<file path="config.mk">
export PLATFORM = sky130hd
export DESIGN_NAME = word_wrap_line_segments
export DESIGN_NICKNAME = d
export VERILOG_FILES = /design/src/wwls_pkg.sv /design/src/wwls_front.sv /design/src/wwls_queue.sv /design/src/wwls_back.sv /design/src/word_wrap_line_segments.sv
export SDC_FILE = /design/constraint.sdc
export NUM_CORES = 1
export LEC_CHECK = 0
export BUFFER_PORTS_ARGS = -buffer_cell sky130_fd_sc_hd__buf_2
export CAP_MARGIN = 40
export CORE_ASPECT_RATIO = 1.1
export CORE_UTILIZATION = 35
export CTS_CLUSTER_SIZE = 25
export DETAILED_ROUTE_END_ITERATION = 6
export GPL_ROUTABILITY_DRIVEN = 0
export HOLD_SLACK_MARGIN = 0.15
export SLEW_MARGIN = 40
export SYNTH_ARGS = -nofsm -noshare
export SYNTH_HDL_FRONTEND = slang
export SYNTH_SLANG_ARGS = --single-unit
</file>
<file path="constraint.sdc">
create_clock -name i_clk -period 8 [get_ports i_clk]
set_input_delay 0 -clock i_clk [delete_from_list [all_inputs] [get_ports i_clk]]
set_output_delay 0 -clock i_clk [all_outputs]
set_load 0.05 [all_outputs]
</file>
<file path="src/wwls_pkg.sv">
// shared types, constants and helpers for the word wrap line segment block
// no dependencies
package wwls_pkg;

    localparam int POS_BITS    = 16;
    localparam int WIDTH_BITS  = 10;
    localparam int CMP_BITS    = (POS_BITS > WIDTH_BITS) ? POS_BITS : WIDTH_BITS;
    localparam int QUEUE_DEPTH = 4;
    localparam int QIDX_BITS   = $clog2(QUEUE_DEPTH);
    localparam int QCNT_BITS   = $clog2(QUEUE_DEPTH + 1);

    typedef logic [POS_BITS-1:0]   t_pos;
    typedef logic [WIDTH_BITS-1:0] t_width;
    typedef logic [7:0]            t_char;

    localparam t_pos   POS_MAX      = '1;
    localparam t_width WIDTH_RESET  = WIDTH_BITS'(80);
    localparam t_char  CHAR_SPACE   = 8'd32;
    localparam t_char  CHAR_NEWLINE = 8'd10;

    // results caused by one input item: a first segment and an optional closing one
    typedef struct packed {
        t_pos begin0;
        t_pos end0;
        logic final0;
        logic two;
        t_pos begin1;
        t_pos end1;
    } t_entry;

    function automatic t_pos sat_inc(input t_pos v);
        return (v == POS_MAX) ? v : v + t_pos'(1);
    endfunction

endpackage

</file>
<file path="src/wwls_front.sv">
// front part: accepts characters, keeps line state, classifies breaks
// depends on wwls_pkg
module wwls_front (
    input  logic                  i_clk,
    input  logic                  i_rst_n,
    input  logic                  i_valid,
    output logic                  o_ready,
    input  wwls_pkg::t_char       i_char,
    input  logic                  i_eot,
    input  wwls_pkg::t_width      i_width,
    input  logic                  i_queue_ready,
    output logic                  o_push,
    output wwls_pkg::t_entry      o_entry
);
    import wwls_pkg::*;

    t_pos r_char_pos, n_char_pos;
    t_pos r_line_start, n_line_start;
    t_pos r_space_pos, n_space_pos;
    logic r_seen, n_seen;

    t_pos pos_i, pos_next, sp1, ls1, ls2, since, gap, brk_end;
    logic is_sp, is_nl, seen1, brk, hard, accept;

    assign o_ready = i_queue_ready;
    assign accept  = i_valid && i_queue_ready;

    always_comb begin
        pos_i    = r_char_pos;
        pos_next = sat_inc(pos_i);
        is_sp    = (i_char == CHAR_SPACE);
        is_nl    = (i_char == CHAR_NEWLINE);
        sp1      = (is_sp || is_nl) ? pos_i : r_space_pos;
        seen1    = r_seen || is_sp || is_nl;
        ls1      = is_nl ? pos_next : r_line_start;
        since    = (pos_next >= ls1) ? pos_next - ls1 : '0;
        brk      = (i_width != '0) && (CMP_BITS'(since) == CMP_BITS'(i_width));
        gap      = (pos_i >= sp1) ? pos_i - sp1 : '0;
        hard     = !seen1 || (CMP_BITS'(gap) >= CMP_BITS'(i_width));
        brk_end  = hard ? pos_next : sp1;
        ls2      = brk ? (hard ? pos_next : sat_inc(sp1)) : ls1;

        // newline and width break never coincide
        if (is_nl) begin
            o_entry.begin0 = r_line_start;
            o_entry.end0   = pos_i;
            o_entry.final0 = 1'b0;
        end else if (brk) begin
            o_entry.begin0 = ls1;
            o_entry.end0   = brk_end;
            o_entry.final0 = 1'b0;
        end else begin
            o_entry.begin0 = ls2;
            o_entry.end0   = pos_next;
            o_entry.final0 = 1'b1;
        end
        o_entry.two    = (is_nl || brk) && i_eot;
        o_entry.begin1 = ls2;
        o_entry.end1   = pos_next;

        o_push = accept && (i_width != '0) && (is_nl || brk || i_eot);
    end

    always_comb begin
        n_char_pos   = r_char_pos;
        n_line_start = r_line_start;
        n_space_pos  = r_space_pos;
        n_seen       = r_seen;
        if (accept) begin
            if (i_eot) begin
                n_char_pos   = '0;
                n_line_start = '0;
                n_space_pos  = '0;
                n_seen       = 1'b0;
            end else begin
                n_char_pos   = pos_next;
                n_line_start = ls2;
                n_space_pos  = sp1;
                n_seen       = seen1;
            end
        end
    end

    always_ff @(posedge i_clk) begin
        if (!i_rst_n) begin
            r_char_pos   <= '0;
            r_line_start <= '0;
            r_space_pos  <= '0;
            r_seen       <= 1'b0;
        end else begin
            r_char_pos   <= n_char_pos;
            r_line_start <= n_line_start;
            r_space_pos  <= n_space_pos;
            r_seen       <= n_seen;
        end
    end

endmodule

</file>
<file path="src/wwls_queue.sv">
// short queue of classified result entries between front and back
// depends on wwls_pkg
module wwls_queue (
    input  logic                  i_clk,
    input  logic                  i_rst_n,
    input  logic                  i_push,
    input  wwls_pkg::t_entry      i_entry,
    output logic                  o_ready,
    input  logic                  i_pop,
    output logic                  o_valid,
    output wwls_pkg::t_entry      o_entry
);
    import wwls_pkg::*;

    t_entry                r_mem [QUEUE_DEPTH];
    logic [QIDX_BITS-1:0]  r_wr_ptr, n_wr_ptr;
    logic [QIDX_BITS-1:0]  r_rd_ptr, n_rd_ptr;
    logic [QCNT_BITS-1:0]  r_count, n_count;
    logic                  do_push, do_pop;

    assign o_ready = (r_count != QCNT_BITS'(QUEUE_DEPTH));
    assign o_valid = (r_count != '0);
    assign o_entry = r_mem[r_rd_ptr];
    assign do_push = i_push && o_ready;
    assign do_pop  = i_pop && o_valid;

    always_comb begin
        n_wr_ptr = do_push ? r_wr_ptr + QIDX_BITS'(1) : r_wr_ptr;
        n_rd_ptr = do_pop ? r_rd_ptr + QIDX_BITS'(1) : r_rd_ptr;
        n_count  = r_count + QCNT_BITS'(do_push) - QCNT_BITS'(do_pop);
    end

    always_ff @(posedge i_clk) begin
        if (do_push) begin
            r_mem[r_wr_ptr] <= i_entry;
        end
    end

    always_ff @(posedge i_clk) begin
        if (!i_rst_n) begin
            r_wr_ptr <= '0;
            r_rd_ptr <= '0;
            r_count  <= '0;
        end else begin
            r_wr_ptr <= n_wr_ptr;
            r_rd_ptr <= n_rd_ptr;
            r_count  <= n_count;
        end
    end

endmodule

</file>
<file path="src/wwls_back.sv">
// back part: splits queue entries into segments and drives the output register
// depends on wwls_pkg
module wwls_back (
    input  logic                          i_clk,
    input  logic                          i_rst_n,
    input  logic                          i_q_valid,
    input  wwls_pkg::t_entry              i_q_entry,
    output logic                          o_pop,
    output logic                          o_valid,
    input  logic                          i_ready,
    output logic [2*wwls_pkg::POS_BITS-1:0] o_data,
    output logic                          o_final,
    output logic                          o_last
);
    import wwls_pkg::*;

    logic                  r_valid, n_valid;
    logic                  r_pend, n_pend;
    t_pos                  r_pend_begin, r_pend_end;
    logic [2*POS_BITS-1:0] r_data;
    logic                  r_final, r_last;
    logic                  load;

    assign load    = !r_valid || i_ready;
    assign o_pop   = load && !r_pend && i_q_valid;
    assign o_valid = r_valid;
    assign o_data  = r_data;
    assign o_final = r_final;
    assign o_last  = r_last;

    always_comb begin
        n_valid = r_valid;
        n_pend  = r_pend;
        if (load) begin
            if (r_pend) begin
                n_valid = 1'b1;
                n_pend  = 1'b0;
            end else begin
                n_valid = i_q_valid;
                n_pend  = i_q_valid && i_q_entry.two;
            end
        end
    end

    always_ff @(posedge i_clk) begin
        if (load) begin
            if (r_pend) begin
                r_data  <= {r_pend_end, r_pend_begin};
                r_final <= 1'b1;
                r_last  <= 1'b1;
            end else begin
                r_data       <= {i_q_entry.end0, i_q_entry.begin0};
                r_final      <= i_q_entry.final0;
                r_last       <= !i_q_entry.two;
                r_pend_begin <= i_q_entry.begin1;
                r_pend_end   <= i_q_entry.end1;
            end
        end
    end

    always_ff @(posedge i_clk) begin
        if (!i_rst_n) begin
            r_valid <= 1'b0;
            r_pend  <= 1'b0;
        end else begin
            r_valid <= n_valid;
            r_pend  <= n_pend;
        end
    end

endmodule

</file>
<file path="src/word_wrap_line_segments.sv">
// top level of the greedy word wrap block: front, entry queue, back
// depends on wwls_pkg, wwls_front, wwls_queue, wwls_back
// path: the first segment of a character passes through the entry queue and then
//   the output register before it can transfer
// throughput: one character per cycle while the queue has room; a character that
//   closes two segments holds the output; the queue soaks this up, sized by its depth
// reset: synchronous active low; clears line state, queue and output register,
//   width limit returns to 80; no clearing pass
module word_wrap_line_segments (
    input  logic                          i_clk,
    input  logic                          i_rst_n,
    // configuration: width limit, zero mutes all segments
    input  logic                          i_cfg_we,
    input  logic [wwls_pkg::WIDTH_BITS-1:0] i_cfg_wdata,
    // character stream
    input  logic                          s_axis_tvalid,
    output logic                          s_axis_tready,
    input  logic [7:0]                    s_axis_tdata,   // [7:0] character
    input  logic                          s_axis_tlast,   // end of text
    // segment stream
    output logic                          m_axis_tvalid,
    input  logic                          m_axis_tready,
    output logic [2*wwls_pkg::POS_BITS-1:0] m_axis_tdata, // line_begin, then line_end
    output logic                          m_axis_tuser,   // [0] final_line
    output logic                          m_axis_tlast    // last segment of this character
);
    import wwls_pkg::*;

    t_width r_width;
    logic   q_ready, q_valid, push, pop;
    t_entry push_entry, q_entry;

    // width limit register, user writes only while idle; block does not enforce
    always_ff @(posedge i_clk) begin
        if (!i_rst_n) begin
            r_width <= WIDTH_RESET;
        end else if (i_cfg_we) begin
            r_width <= i_cfg_wdata;
        end
    end

    // front: tracks line start and last space, decides newline, wrap and
    // closing segments for each character transfer
    wwls_front u_front (
        .i_clk         (i_clk),
        .i_rst_n       (i_rst_n),
        .i_valid       (s_axis_tvalid),
        .o_ready       (s_axis_tready),
        .i_char        (s_axis_tdata),
        .i_eot         (s_axis_tlast),
        .i_width       (r_width),
        .i_queue_ready (q_ready),
        .o_push        (push),
        .o_entry       (push_entry)
    );

    // queue decouples character intake from segment delivery
    wwls_queue u_queue (
        .i_clk   (i_clk),
        .i_rst_n (i_rst_n),
        .i_push  (push),
        .i_entry (push_entry),
        .o_ready (q_ready),
        .i_pop   (pop),
        .o_valid (q_valid),
        .o_entry (q_entry)
    );

    // back: one segment per output transfer, second segment held aside
    wwls_back u_back (
        .i_clk     (i_clk),
        .i_rst_n   (i_rst_n),
        .i_q_valid (q_valid),
        .i_q_entry (q_entry),
        .o_pop     (pop),
        .o_valid   (m_axis_tvalid),
        .i_ready   (m_axis_tready),
        .o_data    (m_axis_tdata),
        .o_final   (m_axis_tuser),
        .o_last    (m_axis_tlast)
    );

endmodule
</file>
==> impl_results.html <==
<table>
<tr><th>Metric</th><th>Value</th></tr>
<tr><th colspan="2">Worst setup path</th></tr>
<tr><td>Required time at the endpoint of the critical path</td><td>8.43 ns</td></tr>
<tr><td>Slowest stage cell on the critical path</td><td>sky130_fd_sc_hd__dfxtp_1</td></tr>
<tr><td>Endpoint of the worst-slack reg-to-reg timing path</td><td>u_queue.r_count[2]</td></tr>
<tr><td>Type of the worst setup path</td><td>reg2reg</td></tr>
<tr><td>Reg2Reg Depth</td><td>26</td></tr>
<tr><td>Setup slack, reg-to-reg</td><td>0.72 ns</td></tr>
<tr><td>Data arrival at the endpoint of the critical path</td><td>7.71 ns</td></tr>
<tr><td>Largest driver fanout on the critical path</td><td>9</td></tr>
<tr><td>Delay contributed by the slowest stage of the critical path</td><td>0.61 ns</td></tr>
<tr><td>Type of element capturing the critical path</td><td>flop</td></tr>
<tr><td>Crit-path most repeated cell</td><td>sky130_fd_sc_hd__xnor2_1</td></tr>
<tr><td>Largest delay contributor family on the critical path</td><td>compound AO/OA/AOI/OAI gates</td></tr>
<tr><td>Worst reg2reg startpoint</td><td>u_front.pos_i[5]</td></tr>
<tr><td>Kind of start point of the critical path</td><td>flop</td></tr>
<tr><td>WP buf/inv</td><td>1</td></tr>
<tr><th colspan="2">CTS</th></tr>
<tr><td>Number of sinks handled by clock tree synthesis</td><td>400</td></tr>
<tr><td>Number of buffers added by the clock tree synthesis step</td><td>41</td></tr>
<tr><td>Hold-fix buffer count after cts</td><td>26</td></tr>
<tr><td>Clock Root Buffer</td><td>sky130_fd_sc_hd__clkbuf_16</td></tr>
<tr><td>Clock-pin slew on the worst setup and hold paths</td><td>0.07 ns</td></tr>
<tr><td>Resize count post-CTS</td><td>0</td></tr>
<tr><td>Buffers inserted by post-CTS timing repair</td><td>0</td></tr>
<tr><td>Later-pin clock latency in the skew report</td><td>0.56 ns</td></tr>
<tr><td>CTS tree</td><td>built</td></tr>
<tr><td>H-Tree Level Count</td><td>2</td></tr>
<tr><td>Number of buffers on the longest clock path</td><td>3</td></tr>
<tr><th colspan="2">Power and ir drop</th></tr>
<tr><td>Leak pwr</td><td>7.71 nW</td></tr>
<tr><td>Worst VDD drop</td><td>132 uV</td></tr>
<tr><td>Tot Pwr</td><td>5.73 mW</td></tr>
<tr><td>Pwr/cell area</td><td>259 mW/mm^2</td></tr>
<tr><th colspan="2">STA</th></tr>
<tr><td>Worst Tran Pin Value</td><td>0.858 ns</td></tr>
<tr><td>Endpoints failing hold</td><td>0</td></tr>
<tr><td>Fin crit period</td><td>7.28 ns</td></tr>
<tr><td>Worst-case clock skew</td><td>0.0291 ns</td></tr>
<tr><td>Number of pins exceeding their max-slew limit in the final report</td><td>0</td></tr>
<tr><td>Worst max-slew margin expressed relative to the limit</td><td>41.2%</td></tr>
<tr><td>Final-report setup violation count</td><td>0</td></tr>
<tr><td>Worst Slack Setup Final</td><td>0.724 ns</td></tr>
<tr><td>Maximum operating frequency</td><td>137 MHz</td></tr>
<tr><td>Setup repair after global routing missed its margin</td><td>no</td></tr>
<tr><td>Total negative slack for setup checks</td><td>0 ns</td></tr>
<tr><td>Final worst-path cycle share</td><td>90.9%</td></tr>
<tr><th colspan="2">Place</th></tr>
<tr><td>Detailed Place HPWL</td><td>33900 um</td></tr>
<tr><td>Pre-CTS worst setup slack</td><td>0.510 ns</td></tr>
<tr><td>Placed Cells incl. Taps</td><td>2166</td></tr>
<tr><td>Quantity of I/O buffers inserted on ports</td><td>59</td></tr>
<tr><th colspan="2">Global route</th></tr>
<tr><td>Number of global-route vias before repair</td><td>12040</td></tr>
<tr><td>All-layer global routing usage</td><td>17.7%</td></tr>
<tr><td>Number of antenna violations at the first check in global routing</td><td>0</td></tr>
<tr><td>Global-route wire length before repair</td><td>73700 um</td></tr>
<tr><td>Remaining global-route overflow</td><td>0</td></tr>
<tr><td>Largest net degree at the start of global routing</td><td>71</td></tr>
<tr><th colspan="2">Drt</th></tr>
<tr><td>Detailed Route WL</td><td>48900 um</td></tr>
<tr><td>Antenna viol nets, final</td><td>0</td></tr>
<tr><td>Wire per inst</td><td>21.6 um</td></tr>
<tr><td>Initial DRC Count</td><td>1144</td></tr>
<tr><td>First-pass iteration count of the detailed router</td><td>5</td></tr>
<tr><td>Via Count</td><td>12183</td></tr>
<tr><td>Detailed-route DRC error count</td><td>0</td></tr>
<tr><td>Routed via count divided by cell count</td><td>5.37</td></tr>
<tr><th colspan="2">Floorplan</th></tr>
<tr><td>Height of the die</td><td>247 um</td></tr>
<tr><td>Rows</td><td>89</td></tr>
<tr><td>Effective utilization at floorplan</td><td>35.5%</td></tr>
<tr><td>Die outline width</td><td>224 um</td></tr>
<tr><td>I/O pin cnt</td><td>60</td></tr>
<tr><td>Area of the die</td><td>0.0553 mm^2</td></tr>
<tr><td>Placeable core region</td><td>0.0537 mm^2</td></tr>
<tr><th colspan="2">Flow run</th></tr>
<tr><td>Max-Cap Viols</td><td>0</td></tr>
<tr><th colspan="2">Synth</th></tr>
<tr><td>Count of synthesis-stage warnings from yosys</td><td>0</td></tr>
<tr><td>Count of flip-flops with a built-in enable after synthesis</td><td>330</td></tr>
<tr><td>Synthesized flop and latch total</td><td>400</td></tr>
<tr><td>Avg Inst Size Synth</td><td>13.6 um^2</td></tr>
<tr><td>Async SR Flop Fraction</td><td>0%</td></tr>
<tr><td>Netlist Area Pre-Place</td><td>0.0190 mm^2</td></tr>
<tr><td>Mapped Cells</td><td>1403</td></tr>
<tr><td>Synth Flop Type</td><td>sky130_fd_sc_hd__edfxtp_1</td></tr>
<tr><td>Post-Synthesis Net Count</td><td>1476</td></tr>
<tr><td>Sequential element share of the synthesized area</td><td>59.4%</td></tr>
<tr><td>Distinct cells, synth</td><td>85</td></tr>
<tr><th colspan="2">Cells and area</th></tr>
<tr><td>Area growth syn-to-layout</td><td>15.9%</td></tr>
<tr><td>Non-filler cells in the finished layout</td><td>2269</td></tr>
<tr><td>Fraction of final layout cells sized beyond drive strength 1</td><td>21.4%</td></tr>
<tr><td>Highest-count cells in the layout ignoring fill and taps</td><td>sky130_fd_sc_hd__edfxtp_1, sky130_fd_sc_hd__nand2_1, sky130_fd_sc_hd__o21ai_0</td></tr>
<tr><td>Commonest non-fill, non-tap cell in the layout</td><td>sky130_fd_sc_hd__edfxtp_1</td></tr>
<tr><td>Ant diodes</td><td>0</td></tr>
<tr><td>Final-stage net count</td><td>1581</td></tr>
<tr><th colspan="2">Run status</th></tr>
<tr><td>Outcome</td><td>completed</td></tr>
<tr><th colspan="2">Min path</th></tr>
<tr><td>Worst hold-check path type</td><td>in2reg</td></tr>
<tr><td>Hold Crit Depth</td><td>3</td></tr>
<tr><td>Hold path startpoint</td><td>i_rst_n</td></tr>
</table>
## Yosys cell counts, types with 7 or more instances
cell | instances | area share [%]
sky130_fd_sc_hd__edfxtp_1 | 330 | 52
sky130_fd_sc_hd__nand2b_1 | 12 | 0.39
sky130_fd_sc_hd__buf_2 | 11 | 0.29
sky130_fd_sc_hd__a21o_1 | 14 | 0.55
sky130_fd_sc_hd__and2_1 | 38 | 1.2
sky130_fd_sc_hd__or3_1 | 10 | 0.33
sky130_fd_sc_hd__a31oi_1 | 9 | 0.30
sky130_fd_sc_hd__xor2_1 | 14 | 0.64
sky130_fd_sc_hd__xnor2_1 | 25 | 1.1
sky130_fd_sc_hd__nor2_1 | 73 | 1.4
sky130_fd_sc_hd__o21ai_0 | 74 | 1.9
sky130_fd_sc_hd__mux2i_1 | 51 | 2.7
sky130_fd_sc_hd__ha_1 | 47 | 3.1
sky130_fd_sc_hd__nand2_1 | 93 | 1.8
sky130_fd_sc_hd__clkbuf_1 | 60 | 1.2
sky130_fd_sc_hd__nor3_1 | 15 | 0.39
sky130_fd_sc_hd__nand4_1 | 12 | 0.39
sky130_fd_sc_hd__nor2b_1 | 44 | 1.4
sky130_fd_sc_hd__mux2_2 | 43 | 2.5
sky130_fd_sc_hd__a211oi_1 | 7 | 0.28
sky130_fd_sc_hd__mux4_2 | 66 | 7.8
sky130_fd_sc_hd__dfxtp_1 | 70 | 7.4
sky130_fd_sc_hd__a22oi_1 | 28 | 1.1
sky130_fd_sc_hd__buf_1 | 8 | 0.16
sky130_fd_sc_hd__a21oi_1 | 48 | 1.3
sky130_fd_sc_hd__nand3_1 | 21 | 0.55
sky130_fd_sc_hd__and3_1 | 10 | 0.33
sky130_fd_sc_hd__inv_1 | 46 | 0.91
## area by class of cell
class | instances | area (um^2)
clock inverters | 17 | 151
inverters | 46 | 173
clock buffers | 59 | 1100
flip-flops and latches | 400 | 11300
fillers | 5005 | 31600
well taps | 728 | 911
repair buffers | 147 | 1190
multi-input cells | 872 | 7230
## cells by family (layout without fill, tap and decap cells)
group / after synthesis / count (layout) / share of synthesized area [%]
DFF: 400 / 400 / 59.4
and+or+nand+nor: 359 / 359 / 9.93
AOI/OAI and AO/OA: 263 / 263 / 9.45
muxes: 160 / 160 / 13.0
buffers and inverters: 131 / 269 / 2.86
adders and majority gates: 49 / 49 / 3.30
xor gates and xnor gates: 41 / 41 / 2.03
## tightest hold or removal path, cell delays in order
cell and delay [ns]:
sky130_fd_sc_hd__buf_2 0.10, sky130_fd_sc_hd__buf_4 0.30, sky130_fd_sc_hd__and2_1 0.25
## state kept, by name, summed over array words and instances, names as in the netlist, 2 cells and up, named ones only
signal and cells:
u_front.r_space_pos 16, u_back.o_data 32, u_queue.r_count 3, u_back.r_pend_end 16, u_front.pos_i 16, u_queue.r_wr_ptr 2, u_queue.r_mem 264, r_width 10
u_queue.r_rd_ptr 2, u_front.r_line_start 16, u_back.r_pend_begin 16
## power breakdown
| group | internal [mW] | total (mW) | switching (mW) |
|---|---|---|---|
| combinational | 0.475 | 1.29 | 0.815 |
| clock | 1.01 | 1.81 | 0.802 |
| sequential | 2.55 | 2.63 | 0.0811 |
| total | 4.03 | 5.73 | 1.70 |
## worst max-delay path by stage
stage,cells after the start,endpoint,startpoint,slack [ns]
after floorplan,30,u_queue.r_mem[0][37],s_axis_tdata[2],0.75
after global placement,30,u_queue.r_mem[2][45],s_axis_tdata[2],0.54
after detailed placement,30,u_queue.r_mem[2][45],s_axis_tdata[2],0.51
after CTS,26,u_queue.r_count[2],u_front.pos_i[5],0.85
after global routing,26,u_queue.r_count[2],u_front.pos_i[5],0.50
final,26,u_queue.r_count[2],u_front.pos_i[5],0.72
## per-stage QoR
stage	hold WS (ns)	util [%]	area, um^2
after floorplan	0.130	-	19000
after CTS	0.156	41.1	22100
final	0.138	41.1	22100
after detailed placement	0.256	38.3	20500
after global placement	0.254	38.2	20500
after global routing	0.169	41.1	22100
## per-layer routing
layer | global-route usage, % | vias to the layer above | part of all wire [%]
met2 | 28.9 | 408 | 48
met4 | 8.24 | 0 | 4.3
met5 | 0 | - | 0
met1 | 23.1 | 6114 | 42
met3 | 2.80 | 104 | 6.1
li1 | - | 5557 | -
Power figures use the tool's default switching activity.
